==> src/hw/rtl/ksm_pkg.sv <==
// Shared types and constants of the kth-smallest sorted matrix block.
// No dependencies.
package ksm_pkg;
	localparam int MaxDim    = 16;
	localparam int DimW      = $clog2(MaxDim);        // row / column index width
	localparam int AddrW     = 2 * DimW;              // store address width
	localparam int CntW      = DimW + 1;              // counts up to MaxDim
	localparam int ValW      = 32;
	localparam int RankW     = 16;

	localparam logic [1:0] StOk     = 2'd0;
	localparam logic [1:0] StRankLo = 2'd1;
	localparam logic [1:0] StRankHi = 2'd2;

	localparam logic OpLoad  = 1'b0;
	localparam logic OpQuery = 1'b1;

	// controller -> datapath
	typedef struct packed {
		logic load_wr;     // write element at load pointer
		logic ptr_clr;     // reset load pointer
		logic q_start;     // latch rank, clear row heads
		logic scan_clr;    // start a new scan over the rows
		logic scan_rd;     // issue read for current scan row
		logic scan_acc;    // compare returned read data
		logic pop;         // advance the winning row
		logic res_zero;    // rank-zero result
		logic res_load;    // load result register from merge
	} ksm_cmd_t;

	// datapath -> controller
	typedef struct packed {
		logic scan_last;   // current scan row is the last in the merge
		logic steps_done;  // all merge steps taken
		logic rank_zero;
		logic found;       // a head was found during the scan
	} ksm_sts_t;
endpackage

==> src/hw/rtl/ksm_ctrl.sv <==
// Controller state machine sequencing loads and the merge of a query.
// Depends on ksm_pkg.
module ksm_ctrl (
	input  logic              clk,
	input  logic              arst_n,
	input  logic              in_valid,
	output logic              in_stall,
	input  logic              opcode,
	input  logic              cfg_valid,
	output logic              out_valid,
	input  logic              out_stall,
	output ksm_pkg::ksm_cmd_t cmd,
	input  ksm_pkg::ksm_sts_t sts
);
	import ksm_pkg::*;

	localparam logic [2:0] S_IDLE = 3'd0;
	localparam logic [2:0] S_CHK  = 3'd1;
	localparam logic [2:0] S_SCAN = 3'd2;
	localparam logic [2:0] S_ACC  = 3'd3;
	localparam logic [2:0] S_POP  = 3'd4;
	localparam logic [2:0] S_DONE = 3'd5;

	logic [2:0] state_q;
	logic       ov_q;
	logic       acc;

	// new item only when idle and any previous result has been taken or will be
	assign in_stall = (state_q != S_IDLE) || (ov_q && out_stall);
	assign acc      = in_valid && !in_stall;
	assign out_valid = ov_q;

	always_comb begin
		cmd = '0;
		cmd.load_wr  = acc && (opcode == OpLoad);
		cmd.ptr_clr  = cfg_valid;
		cmd.q_start  = acc && (opcode == OpQuery);
		cmd.scan_clr = (state_q == S_CHK) || (state_q == S_POP);
		cmd.scan_rd  = (state_q == S_SCAN);
		cmd.scan_acc = (state_q == S_ACC) || (state_q == S_SCAN);
		cmd.pop      = (state_q == S_POP) && sts.found;
		cmd.res_zero = (state_q == S_CHK) && sts.rank_zero;
		cmd.res_load = (state_q == S_DONE);
	end

	always_ff @(posedge clk or negedge arst_n) begin
		if (!arst_n) begin
			state_q <= S_IDLE;
			ov_q    <= 1'b0;
		end else begin
			if (ov_q && !out_stall)
				ov_q <= 1'b0;
			case (state_q)
				S_IDLE: if (cmd.q_start) state_q <= S_CHK;
				S_CHK: begin
					if (sts.rank_zero) begin
						state_q <= S_IDLE;
						ov_q    <= 1'b1;
					end else if (sts.steps_done)
						state_q <= S_DONE;
					else
						state_q <= S_SCAN;
				end
				S_SCAN: if (sts.scan_last) state_q <= S_ACC;
				S_ACC:  state_q <= S_POP;
				S_POP: begin
					if (!sts.found)
						state_q <= S_DONE;
					else
						state_q <= S_CHK;
				end
				S_DONE: begin
					state_q <= S_IDLE;
					ov_q    <= 1'b1;
				end
				default: state_q <= S_IDLE;
			endcase
		end
	end
endmodule

==> config.mk <==
export PLATFORM = sky130hd
export DESIGN_NAME = ksm_ctrl
export DESIGN_NICKNAME = d
export VERILOG_FILES = /design/src/hw/rtl/ksm_pkg.sv /design/src/hw/rtl/ksm_ctrl.sv
export SDC_FILE = /design/constraint.sdc
export NUM_CORES = 1
export LEC_CHECK = 0
export CORE_AREA = 2 2 39 41
export CTS_BUF_LIST = sky130_fd_sc_hd__clkbuf_4
export CTS_CLUSTER_DIAMETER = 40
export DETAILED_ROUTE_END_ITERATION = 10
export DIE_AREA = 0 0 41 43
export DONT_BUFFER_PORTS = 1
export PLACE_DENSITY = 0.4
export RECOVER_POWER = 25
export SKIP_LAST_GASP = 1
export SLEW_MARGIN = 20
export SYNTH_ARGS = -nofsm -noshare
export SYNTH_HDL_FRONTEND = slang
export SYNTH_SLANG_ARGS = --single-unit
==> constraint.sdc <==
create_clock -name clk -period 1.75 [get_ports clk]
set_input_delay 0.35 -clock clk [delete_from_list [all_inputs] [get_ports clk]]
set_output_delay 0.35 -clock clk [all_outputs]
set_load 0.02 [all_outputs]
==> impl_metrics.tcl <==
set metrics [dict create \
    drive_gt1_share_pct 39.6 \
    grt_pass1_wl_um 1260 \
    die_area_mm2 0.00176 \
    numPortBuffers 0 \
    area_growth_pct 28.8 \
    syn_avg_cell_area_um2 8.26 \
    wl_um 805 \
    die_h_um 43 \
    setup_viol 1 \
    drt-vias-per-instance 4.92 \
    crit_type "reg -> out" \
    p_comb_share_pct 63.8 \
    synthDistinctLibCells 20 \
    syn_inst 40 \
    diodes 0 \
    clkLatencyLatePin_ns 0.23 \
    clk_transition_reported_paths_ns 0.03 \
    min-delay-path-class "in -> reg" \
    p_sw_w 0.000473 \
    drt_iter0_drc 3 \
    syn_nets 50 \
    gp_congestion 0.755 \
    yosys_warnings 0 \
    seqCellArea_um2 103 \
    synthTopCellsByArea "dfrtp_1 (30%), a2111oi_4 (8.3%), nor2_1 (6.8%)" \
    skew_ns 0.00155 \
    final.min_clock_period_ns 1.75 \
    switching_share_pct 49.7 \
    yosysSeqAreaShare_pct 30.3 \
    fmax_mhz 571 \
    ioPinCount 21 \
    design.core.area_mm2 0.00138 \
    violations "negative setup slack" \
    synth_top_area_share_pct 30.3 \
    fill_cells 161 \
    fp.dieW_um 41 \
    numCtsBuffers 3 \
    multiInputGateArea_um2 189 \
    overflow 0 \
    h-tree-depth 1 \
    cts_tree "done" \
    tightest_slew_ns 0.400 \
    outcome "finished with violations" \
    grt_max_degree 9 \
    drv_cap 0 \
    dp_slack_ns 0.202 \
    power_leakage_nw 0.189 \
    dp_hpwl_um 624 \
    vias 315 \
    dp_cells 58 \
    endpoint_kind "output pin" \
    fin_ws_ns -0.00248 \
    clock_power_share_pct 11.9 \
    timing_hold_violations_final 0 \
    cts.sinks 4 \
    initial_utilization_pct 23.9 \
    antenna_found_initial 0 \
    drcViolationCount 0 \
    maxSlewHeadroom_pct 72.9 \
    yosys.area.top_type "dfrtp_1" \
    routedWlPerCell_um 12.6 \
    fin_nets 60 \
    cts_buffer_depth 2 \
    root_buffer "clkbuf_4" \
    rsz0062_at_grt "true" \
    synth_seq_cells 4 \
    crit_arrival_ns 1.40 \
    instances_no_fill 64 \
    crit_required_ns 1.40 \
    placementRows 14 \
    cellPowerDensity_mw_per_mm2 2240 \
    intPower_w 0.000480 \
    grtUsageTotal_pct 11.0 \
    syn_area_um2 330 \
    crit_path_start_kind "register" \
    final_antenna_net_count 0 \
    grt_pass1_vias 290 \
    timing.final.max_slew_violations 0 \
    ir_drop_v 0.000677 \
    share_seq_of_total_power_pct 24.4 \
    fin_crit_sh_pct 100 \
    drt_pass1_iterations 4 \
    worstPathMaxFanout 3 \
]
-- per-layer routing --
| layer | track usage (%) | vias to the layer above | part of all wire, % |
|---|---|---|---|
| met5 | 0 | - | 0 |
| met1 | 12.1 | 156 | 39 |
| li1 | - | 147 | - |
| met2 | 16.3 | 10 | 54 |
| met3 | 2.62 | 2 | 5.1 |
| met4 | 10.0 | 0 | 2.4 |
-- logic make-up (layout without fill, tap and decap cells) --
logic type | count (synthesis) | after routing | synth area share, %
AO/OA/AOI/OAI | 7 | 7 | 21.6
XOR/XNOR | 1 | 1 | 2.65
buffers and inverters | 9 | 17 | 14.4
flip-flops | 4 | 4 | 30.3
AND/OR/NAND/NOR | 19 | 19 | 31.1
-- worst paths after layout --
kind	from	end	slack, ns	cells after the start
worst max-delay path	out_valid	cmd[8]	-0.002	4
worst min-delay path	sts[0]	state_q[2]	0.23	1
worst max register to register	out_valid	state_q[0]	0.43	4
worst min register to register	out_valid	out_valid	0.64	2
max in group asynchronous	arst_n	out_valid	1.19	1
min in group asynchronous	arst_n	state_q[0]	0.38	1
-- final cells by class --
| class | instances | area share, % |
|---|---|---|
| Clock buffer | 3 | 5.29 |
| Inverter | 5 | 5.00 |
| Multi-Input combinational cell | 27 | 44.4 |
| Sequential cell | 4 | 24.1 |
| Tap cell | 16 | 4.71 |
| Timing Repair Buffer | 9 | 16.5 |
-- Yosys cell counts --
master,number
o21ai_0,1
nand2b_1,2
buf_6,1
nor3_1,2
and2_1,1
nor4b_1,2
o32ai_1,1
buf_4,1
nand3_2,1
inv_1,5
a2111oi_4,1
and3_1,1
a21oi_1,3
nor2b_1,1
nor2_1,6
dfrtp_1,4
xnor2_1,1
nand2_1,3
buf_2,2
a2bb2oi_2,1
-- critical path: stages (launching register included) --
cell       delay, ns
dfrtp_2         0.46
a2111oi_4       0.38
nand2_1         0.10
nor2_1          0.09
buf_4           0.14
-- per-stage QoR --
step                      TNS (ns)  util [%]  hold WS [ns]  cell area [um^2]  power (W)
after floorplan                  0         -        0.0544               330   0.000687
after global placement           0      26.5        0.0545               367   0.000787
after detailed placement         0      26.5        0.0545               367   0.000798
after CTS                 -0.00889      29.3         0.220               405   0.000928
after global routing        -0.124      30.7         0.209               425    0.00103
final                     -0.00248      30.7         0.228               425   0.000953
-- what timing repair did --
action                     4_1_cts  5_1_grt
setup endpoints to repair        3        5
gates resized for setup          2        4
buffers inserted                 0        2
hold buffers                     1        0
hold endpoints to repair         4        0
pin swaps                        0        1
-- state kept, by name, summed over array words and instances, names as in the netlist --
name,flops
state_q,3
out_valid,1
-- placed cells by master, fill, tap and decap left out, types with 2 or more instances in the layout --
cell	instances
nor4b_1	2
nand2_1	3
nor2_1	6
dfrtp_1	2
clkbuf_4	3
buf_4	8
a21oi_1	3
dfrtp_2	2
inv_1	4
nand2b_1	2
-- power by group through the flow --
stage / Sequential [W] / Combinational, W / Clock (W)
finish: 0.000232 / 0.000608 / 0.000113
global route: 0.000240 / 0.000660 / 0.000130
CTS: 0.000235 / 0.000573 / 0.000119
detailed placement: 0.000232 / 0.000565 / 0
global placement: 0.000230 / 0.000558 / 0
floorplan: 0.000192 / 0.000494 / 0
Note: power is estimated with default switching activity, not from simulation.
